<file path="config.mk">
export PLATFORM = sky130hd
export DESIGN_NAME = restricted_makespan_search_unit
export DESIGN_NICKNAME = d
export VERILOG_FILES = /design/src/design/rms_pkg.sv /design/src/design/restricted_makespan_search_unit.sv
export SDC_FILE = /design/constraint.sdc
export NUM_CORES = 2
export LEC_CHECK = 0
export ABC_AREA = 1
export BUFFER_PORTS_ARGS = -buffer_cell sky130_fd_sc_hd__clkbuf_2
export CORE_UTILIZATION = 58
export CTS_CLUSTER_SIZE = 8
export DETAILED_ROUTE_END_ITERATION = 10
export PLACE_DENSITY = 0.82
export SKIP_LAST_GASP = 1
export SLEW_MARGIN = 20
export SYNTH_ARGS = -nofsm -noshare
export SYNTH_HDL_FRONTEND = slang
export SYNTH_SLANG_ARGS = --single-unit
</file>
<file path="constraint.sdc">
create_clock -name clock -period 6.7 [get_ports clock]
set_input_delay 0.335 -clock clock [delete_from_list [all_inputs] [get_ports clock]]
set_output_delay 0.335 -clock clock [all_outputs]
set_load 0.02 [all_outputs]
</file>
<file path="src/design/rms_pkg.sv">
// shared constants and types for the restricted makespan search unit
`timescale 1ns / 1ps
package rms_pkg;
   localparam int MAX_MACHINES_DEF = 8;
   localparam int MAX_JOBS_DEF     = 16;
   localparam int VALUE_BITS_DEF   = 16;
   localparam int FIELD_BITS       = 16;
   localparam int SPAN_BITS        = 20;

   localparam logic ACT_MACHINE = 1'b0;
   localparam logic ACT_JOB     = 1'b1;

   typedef enum logic [10:0] {
      ST_LOAD   = 11'b00000000001,
      ST_SORTRD = 11'b00000000010,
      ST_SORTCM = 11'b00000000100,
      ST_FIT    = 11'b00000001000,
      ST_FITCHK = 11'b00000010000,
      ST_NODE   = 11'b00000100000,
      ST_SCAN   = 11'b00001000000,
      ST_TWIN   = 11'b00010000000,
      ST_BACK   = 11'b00100000000,
      ST_POP    = 11'b01000000000,
      ST_DONE   = 11'b10000000000
   } state_type;
endpackage

</file>
<file path="src/design/restricted_makespan_search_unit.sv">
// top level: instance loader, job sorter and depth-first makespan search
// Load items (machines or jobs) are taken one per cycle. After the item with
// last set the block is busy (req_ready low). An insertion sort over the job
// memory then compares and shifts one entry at a time, and a fit check tests
// each job against every machine. The depth-first search enters a node, tries
// each candidate machine (with a twin check against every earlier machine) and
// backtracks one level at a time. Total search time depends on the data and
// can be very long for hard instances. The job memories are read through one
// registered port. One result (makespan, feasible, overflow) per instance is
// held in an output register. Load items of the next instance are accepted
// while that result waits; a further result waits until the held one is
// transferred.
`timescale 1ns / 1ps
module restricted_makespan_search_unit #(
   parameter int MAX_MACHINES = rms_pkg::MAX_MACHINES_DEF,
   parameter int MAX_JOBS     = rms_pkg::MAX_JOBS_DEF,
   parameter int VALUE_BITS   = rms_pkg::VALUE_BITS_DEF
) (
   input  logic                          clock,
   input  logic                          reset,
   input  logic                          req_valid,
   output logic                          req_ready,
   input  logic                          req_action,
   input  logic [rms_pkg::FIELD_BITS-1:0] req_capacity,
   input  logic [rms_pkg::FIELD_BITS-1:0] req_job_size,
   input  logic [rms_pkg::FIELD_BITS-1:0] req_job_time,
   input  logic                          req_last,
   output logic                          rsp_valid,
   input  logic                          rsp_ready,
   output logic [rms_pkg::SPAN_BITS-1:0]  rsp_makespan,
   output logic                          rsp_feasible,
   output logic                          rsp_overflow
);
   import rms_pkg::*;

   localparam int MB = (MAX_MACHINES > 1) ? $clog2(MAX_MACHINES) : 1;
   localparam int JB = (MAX_JOBS > 1) ? $clog2(MAX_JOBS) : 1;
   localparam int MC = $clog2(MAX_MACHINES + 1);
   localparam int JC = $clog2(MAX_JOBS + 1);
   localparam int VB = VALUE_BITS;
   localparam int LB = VB + JC + 1;

   // memories
   logic [VB-1:0] cap_mem  [MAX_MACHINES];
   logic [VB-1:0] size_mem [MAX_JOBS];
   logic [VB-1:0] time_mem [MAX_JOBS];
   logic [LB-1:0] load_ff  [MAX_MACHINES];
   logic [MC-1:0] choice_mem [MAX_JOBS];
   logic [LB-1:0] rmax_mem   [MAX_JOBS + 1];

   state_type     state_ff;
   logic [MC-1:0] mcount_ff;
   logic [JC-1:0] jcount_ff;
   logic          ovf_ff;
   logic [LB:0]   best_ff;
   logic          fit_ff;

   // job read port (registered)
   logic [JB-1:0] jaddr;
   logic [VB-1:0] jsize_q, jtime_q;
   logic          jwr;
   logic [JB-1:0] jwaddr;
   logic [VB-1:0] jwsize, jwtime;

   // sort / search indices
   logic [JC-1:0] i_ff, j_ff, d_ff;
   logic [VB-1:0] ks_ff, kt_ff;
   logic [MC-1:0] m_ff, k_ff;
   logic [LB-1:0] rm_ff;
   logic          ok_ff;

   logic [VB-1:0] tm_ff;

   logic          rsp_valid_ff;
   logic [SPAN_BITS-1:0] rsp_span_ff;
   logic          rsp_feas_ff, rsp_ovf_ff;

   logic          req_fire;
   logic          rsp_free;
   assign req_ready = (state_ff == ST_LOAD);
   assign req_fire  = req_valid && req_ready;
   assign rsp_free  = !rsp_valid_ff || rsp_ready;

   logic [VB-1:0] in_cap, in_size, in_time;
   assign in_cap  = VB'(req_capacity);
   assign in_size = VB'(req_job_size);
   assign in_time = VB'(req_job_time);

   // job memory write and registered read
   always_ff @(posedge clock) begin
      if (jwr) begin
         size_mem[jwaddr] <= jwsize;
         time_mem[jwaddr] <= jwtime;
      end
      jsize_q <= size_mem[jaddr];
      jtime_q <= time_mem[jaddr];
   end

   always_ff @(posedge clock) begin
      if (req_fire && req_action == ACT_MACHINE && mcount_ff < MC'(MAX_MACHINES))
         cap_mem[mcount_ff[MB-1:0]] <= in_cap;
   end

   logic [MB-1:0] mi, ki;
   assign mi = m_ff[MB-1:0];
   assign ki = k_ff[MB-1:0];
   logic [LB-1:0] nl, nm;
   assign nl = load_ff[mi] + LB'(tm_ff);
   assign nm = (nl > rm_ff) ? nl : rm_ff;

   // job port control
   always_comb begin
      jwr = 1'b0; jwaddr = jcount_ff[JB-1:0]; jwsize = in_size; jwtime = in_time;
      jaddr = d_ff[JB-1:0];
      unique case (state_ff)
         ST_LOAD: jwr = req_fire && req_action == ACT_JOB && jcount_ff < JC'(MAX_JOBS);
         // read key at i, or neighbor at j-1; place key at slot 0
         ST_SORTRD: begin
            jaddr = ok_ff ? JB'(j_ff - 1'b1) : i_ff[JB-1:0];
            if (ok_ff && j_ff == '0) begin
               jwr = 1'b1; jwaddr = '0; jwsize = ks_ff; jwtime = kt_ff;
            end
         end
         // shift neighbor up, or place key at j
         ST_SORTCM: if (ok_ff) begin
            jwr = 1'b1; jwaddr = j_ff[JB-1:0];
            if (jtime_q < kt_ff) begin
               jwsize = jsize_q; jwtime = jtime_q;
            end else begin
               jwsize = ks_ff; jwtime = kt_ff;
            end
         end
         ST_FIT, ST_FITCHK: jaddr = i_ff[JB-1:0];
         ST_BACK: jaddr = JB'(d_ff - 1'b1);
         default: ;
      endcase
   end

   // main sequencer
   always_ff @(posedge clock) begin
      if (reset) begin
         state_ff <= ST_LOAD;
         mcount_ff <= '0; jcount_ff <= '0; ovf_ff <= 1'b0; ok_ff <= 1'b0;
         best_ff <= '1; rsp_valid_ff <= 1'b0;
         for (int x = 0; x < MAX_MACHINES; x++) load_ff[x] <= '0;
      end else begin
         // output register: a new result may follow a transfer in the same cycle
         if (state_ff == ST_DONE && rsp_free) rsp_valid_ff <= 1'b1;
         else if (rsp_valid_ff && rsp_ready) rsp_valid_ff <= 1'b0;
         unique case (state_ff)
            ST_LOAD: if (req_fire) begin
               if (req_action == ACT_MACHINE) begin
                  if (mcount_ff < MC'(MAX_MACHINES)) mcount_ff <= mcount_ff + 1'b1;
                  else ovf_ff <= 1'b1;
               end else begin
                  if (jcount_ff < JC'(MAX_JOBS)) jcount_ff <= jcount_ff + 1'b1;
                  else ovf_ff <= 1'b1;
               end
               if (req_last) begin
                  i_ff <= JC'(1); ok_ff <= 1'b0;
                  state_ff <= ST_SORTRD;
               end
            end
            // insertion sort, longest time first, stable
            ST_SORTRD: begin
               if (!ok_ff) begin
                  if (i_ff >= jcount_ff) begin
                     i_ff <= '0; state_ff <= ST_FIT;
                  end else state_ff <= ST_SORTCM;
               end else if (j_ff == '0) begin
                  ok_ff <= 1'b0; i_ff <= i_ff + 1'b1;
               end else state_ff <= ST_SORTCM;
            end
            ST_SORTCM: begin
               state_ff <= ST_SORTRD;
               if (!ok_ff) begin
                  ks_ff <= jsize_q; kt_ff <= jtime_q; ok_ff <= 1'b1; j_ff <= i_ff;
               end else if (jtime_q < kt_ff) begin
                  j_ff <= j_ff - 1'b1;
               end else begin
                  ok_ff <= 1'b0; i_ff <= i_ff + 1'b1;
               end
            end
            // fit check over jobs
            ST_FIT: begin
               if (i_ff >= jcount_ff) begin
                  fit_ff <= 1'b1; d_ff <= '0; m_ff <= '0; rm_ff <= '0;
                  rmax_mem[0] <= '0; choice_mem[0] <= '0;
                  state_ff <= (jcount_ff == '0) ? ST_DONE : ST_NODE;
                  if (jcount_ff == '0) best_ff <= '0;
               end else begin
                  k_ff <= '0; ok_ff <= 1'b0; state_ff <= ST_FITCHK;
               end
            end
            ST_FITCHK: begin
               if (k_ff < mcount_ff) begin
                  if (jsize_q <= cap_mem[ki]) ok_ff <= 1'b1;
                  k_ff <= k_ff + 1'b1;
               end else if (ok_ff) begin
                  ok_ff <= 1'b0; i_ff <= i_ff + 1'b1; state_ff <= ST_FIT;
               end else begin
                  fit_ff <= 1'b0; state_ff <= ST_DONE;
               end
            end
            // search node entry: job d fetched next cycle
            ST_NODE: begin
               if (d_ff >= jcount_ff) begin
                  if ({1'b0, rm_ff} < best_ff) best_ff <= {1'b0, rm_ff};
                  state_ff <= ST_BACK;
               end else begin
                  m_ff <= choice_mem[d_ff[JB-1:0]];
                  state_ff <= ST_SCAN;
               end
            end
            ST_SCAN: begin
               tm_ff <= jtime_q;
               if (m_ff >= mcount_ff) state_ff <= ST_BACK;
               else if (jsize_q > cap_mem[mi]) m_ff <= m_ff + 1'b1;
               else begin
                  k_ff <= '0; state_ff <= ST_TWIN;
               end
            end
            // skip twins, prune, else descend
            ST_TWIN: begin
               if (k_ff < m_ff) begin
                  if (cap_mem[ki] == cap_mem[mi] && load_ff[ki] == load_ff[mi]) begin
                     m_ff <= m_ff + 1'b1; state_ff <= ST_SCAN;
                  end else k_ff <= k_ff + 1'b1;
               end else if ({1'b0, nm} >= best_ff) begin
                  m_ff <= m_ff + 1'b1; state_ff <= ST_SCAN;
               end else begin
                  choice_mem[d_ff[JB-1:0]] <= m_ff + 1'b1;
                  load_ff[mi] <= nl;
                  rmax_mem[d_ff + 1'b1] <= nm;
                  rm_ff <= nm;
                  if (d_ff + 1'b1 < JC'(MAX_JOBS))
                     choice_mem[JB'(d_ff + 1'b1)] <= '0;
                  d_ff <= d_ff + 1'b1;
                  state_ff <= ST_NODE;
               end
            end
            // backtrack: pop one level, fetch job d-1 time
            ST_BACK: begin
               if (d_ff == '0) state_ff <= ST_DONE;
               else begin
                  m_ff <= choice_mem[JB'(d_ff - 1'b1)];
                  state_ff <= ST_POP;
               end
            end
            ST_POP: begin
               load_ff[MB'(m_ff - 1'b1)] <= load_ff[MB'(m_ff - 1'b1)] - LB'(jtime_q);
               d_ff <= d_ff - 1'b1;
               rm_ff <= rmax_mem[d_ff - 1'b1];
               state_ff <= ST_NODE;
            end
            // hand the result to the output register and clear the instance
            ST_DONE: if (rsp_free) begin
               rsp_feas_ff <= fit_ff;
               rsp_ovf_ff <= ovf_ff;
               rsp_span_ff <= (fit_ff && best_ff[LB] == 1'b0) ? SPAN_BITS'(best_ff) : '0;
               mcount_ff <= '0; jcount_ff <= '0; ovf_ff <= 1'b0; best_ff <= '1;
               for (int x = 0; x < MAX_MACHINES; x++) load_ff[x] <= '0;
               state_ff <= ST_LOAD;
            end
            default: ;
         endcase
      end
   end

   assign rsp_valid    = rsp_valid_ff;
   assign rsp_makespan = rsp_span_ff;
   assign rsp_feasible = rsp_feas_ff;
   assign rsp_overflow = rsp_ovf_ff;
endmodule

</file>
==> reports/results.env <==
RUN_STATUS='complete, no violations'
REGISTER_AREA_SHARE_AFTER_SYNTHESIS=0.570
SYNTH_TOP_AREA_CELL='edfxtp_1'
DRC=0
FINAL_LAYOUT_SIZE_SUFFIX_GT1_FRAC=0.112
CLOCK_SINK_COUNT=1458
WORST_HOLD_SLACK_AFTER_FINAL_LAYOUT_NS=0.0644
CRIT_TYPE='reg2reg'
HPWLAFTERDP_MM=142
GRT_PASS1_VIAS=60400
MAX_CLOCK_FREQ_GHz=0.153
FINAL_REPORT_SETUP_VIOLATION_COUNT=0
DRV_SLEW=0
SYNTH.CELL_AREA_SQ_MM=0.0741
POST_SYNTHESIS_MEAN_INSTANCE_AREA_SQ_UM=9.10
SYNTH.NET_COUNT=8371
POWER.DENSITY_CELL_AREA_mW_PER_MM2=321
CTS-BUFFERS-INSERTED=200
SLOWEST_DELAY_NS=0.39
NUMBER_OF_ANTENNA_VIOLATIONS_AT_THE_FIRST_CHECK_IN_GLOBAL_ROUTING=6
GRT_OVERFLOW_TOTAL=0
GRT_FIRST_PASS_WIRELENGTH_MM=347
MIN_PERIOD_NS=6.52
YOSYS-TOP-CELLS-COUNT='nand2_1 (2,167), edfxtp_1 (1,306), inv_1 (881)'
CLOCKROOTBUFFER='clkbuf_16'
TIMING.CRITICAL_PATH.ARRIVAL_NS=7.06
YOSYSMOSTFREQUENTCELL='nand2_1'
DR.FIRST_ITER.DRC_COUNT=9732
DRT_PRE_ANTENNA_ITERS=9
TIMING.CRITICAL_PATH.FANOUT_MAX=8
TIGHTESTPINTRANSITION_NS=1.23
SYNTHCELLS=8137
TRITONCTS_CLOCK_TREE='done'
DESIGN.CORE.AREA_SQ_MM=0.126
FP.DIEW_UM=359
SYNTH_SEQ_CELLS=1458
ROWS=130
CLOCK_TREE.HTREE_LEVEL_COUNT=4
PLACEDINSTANCEAREA_SQ_MM=0.0782
FLOORPLAN.IO_PINS=78
FLOORPLAN.DIE_AREA_SQ_MM=0.129
YOSYS.AREA.TOP_TYPE_SHARE=0.529
WORST-ENDPOINT-REQUIRED_NS=7.24
HOLD_CLASS='in2reg'
CHIPHEIGHT_UM=359
POWER.IR.VDD_WORST_mV=0.265
POST_ROUTE_CLOCK_SKEW_NS=0.0502
YS_WARN_COUNT=0
VIAS_PER_CELL=6.26
LAUNCHING_ELEMENT_TYPE_OF_THE_CRITICAL_PATH='register'
GP_CONGESTION=0.983
IO_BUFFERS=77
NUMBER_OF_ENDPOINTS_WITH_NEGATIVE_HOLD_SLACK_IN_THE_FINAL_REPORT=0
LAYOUT.FILLER_CELLS=8943
WIRE_PER_INST_UM=23.0
GRT_MAX_DEGREE=187
POSTSYNTH.ASYNCRESETSHARE=0
FINAL_NETS=8592
YOSYS_MOST_USED_DFF='edfxtp_1'
DETAILROUTE.VIA_COUNT=63500
CRITPATHSLOWESTCELL='dfxtp_4'
YOSYS_CELL_TYPES=65
CTS.CLK_SLEW.WORST_PATHS_NS=0.05
GR-USAGE-ALL-LAYERS=0.349
FINALWIRELENGTH_MM=233
CRITPATHMOSTFREQUENTCELL='nand2_1'
SYNTHTOPCELLSBYAREA='edfxtp_1 (53%), nand2_1 (11%), nand3_1 (5.3%)'
MAXSLEWHEADROOM=0.178
SYNTH_ENABLE_FLOP_CELLS=1306
FIN_TNS_SETUP_NS=0
FLOORPLAN.INITIALDENSITY=0.587
FINAL_CELL_AREA_SQ_MM=0.0854
POWER.LEAKAGE_nW=34.9
PERIOD_SHARE=0.973
ANT_NETS=0
WORST_SETUP_PATH_END_KIND='register'
MAX-CLOCK-PATH-BUFFERS=3
DRV.MAX_CAP_VIOLATION_COUNT=0
WORSTSKEWPAIRLATENCY_NS=0.85
AREAGROWTHSYNTHTOFINISH_PCT=15.3
[sequential cells by signal, summed over array words and instances, names as in the netlist, 5 cells and up, named ones only]
register,flops
cap_mem,128
i_ff,5
rsp_makespan,20
jsize_q,16
choice_mem,64
load_ff,176
state_ff,11
size_mem,256
tm_ff,16
kt_ff,16
jcount_ff,5
ks_ff,16
rmax_mem,374
j_ff,5
rm_ff,22
time_mem,256
best_ff,23
jtime_q,16
d_ff,5
[stage by stage]
step | setup WS [ns] | instances | power (mW) | util
floorplan | -0.234 | 8137 | 15.0 | -
global placement | -0.143 | 9750 | 17.3 | 0.619
detailed placement | -0.282 | 9750 | 17.5 | 0.619
CTS | 0.0216 | 10100 | 26.8 | 0.667
global route | -0.102 | 10100 | 28.4 | 0.677
finish | 0.179 | 10100 | 27.4 | 0.677
[metal layers]
| metal | part of all wire | track usage | vias up |
|---|---|---|---|
| li1 | - | - | 28200 |
| met1 | 0.35 | 0.449 | 29500 |
| met2 | 0.45 | 0.542 | 4800 |
| met3 | 0.14 | 0.0882 | 926 |
| met4 | 0.057 | 0.192 | 10 |
| met5 | 0.00041 | 0 | - |
[logic make-up (layout without fill, tap and decap cells)]
family | after synthesis | count (layout) | share of synthesized area
buf+inv | 1378 | 1725 | 0.0750
other cells | 0 | 4 | 0
flops | 1458 | 1458 | 0.570
simple gates | 3706 | 3706 | 0.209
fa+ha+maj | 180 | 180 | 0.0306
xor+xnor | 51 | 51 | 0.00623
mux | 23 | 23 | 0.00316
compound gates | 1341 | 1341 | 0.106
[final timing paths]
path         slack (ns)                to  depth (start not counted)       startpoint
min                0.06   size_mem[15][9]                          3  req_job_size[9]
max reg2reg        0.18  rmax_mem[12][13]                         44         register
max                0.18  rmax_mem[12][13]                         44         register
min reg2reg        0.44      rsp_overflow                          0           ovf_ff
[repair_timing]
action	4_1_cts	5_1_grt
hold buffers	19	0
pin swaps	2	49
gates cloned	1	10
gates resized for setup	21	175
endpoints found under the setup margin	903	1203
hold endpoints to repair	130	0
setup buffers	0	26
[cell type report]
| class | instances | area (sq um) | area share |
|---|---|---|---|
| sequential | 1458 | 42300 | 0.495 |
| multi-input combinational | 5301 | 27300 | 0.320 |
| clock buffer | 314 | 5440 | 0.0637 |
| timing repair buffer | 482 | 4550 | 0.0532 |
| inverter | 913 | 3470 | 0.0406 |
| tap | 1650 | 2060 | 0.0242 |
| clock inverter | 14 | 285 | 0.00334 |
| timing repair inverter | 2 | 23.8 | 0.000278 |
| antenna | 4 | 10.0 | 0.000117 |
[worst max-delay path, delay by kind of cell (launching register included)]
kind	cells	cell delay, ns
AO/OA/AOI/OAI	10	1.43
buffers and inverters	12	1.48
AND/OR/NAND/NOR	18	1.94
flip-flops	1	0.39
XOR/XNOR	1	0.23
adder cells (fa/ha/maj)	3	0.74
[layout by cell type (no fill, tap or decap), drive strengths merged, types with 7 or more instances in the layout]
cell and n:
clkinv 16, o21ai 449, o22ai 7, dfxtp 152
a31oi 23, clkbuf 397, o2111ai 11, buf 380
xnor2 21, o21bai 8, a221o 10, o221ai 11
edfxtp 1306, nand2 2173, a22oi 44, o21a 14
a32o 14, inv 912, mux2i 23, o211ai 151
dlygate4sd3 19, or3b 7, nor3 46, nand3 795
a21oi 510, nor4 11, nand4 107, ha 178
xor2 30, nor2 552, a221oi 69
[report_power, final]
group,internal (mW),switching (mW),leakage (nW)
sequential,10.4,0.455,12.6
combinational,2.40,4.79,19.6
clock,5.52,3.86,2.73
(Power assumes the default switching activity.)
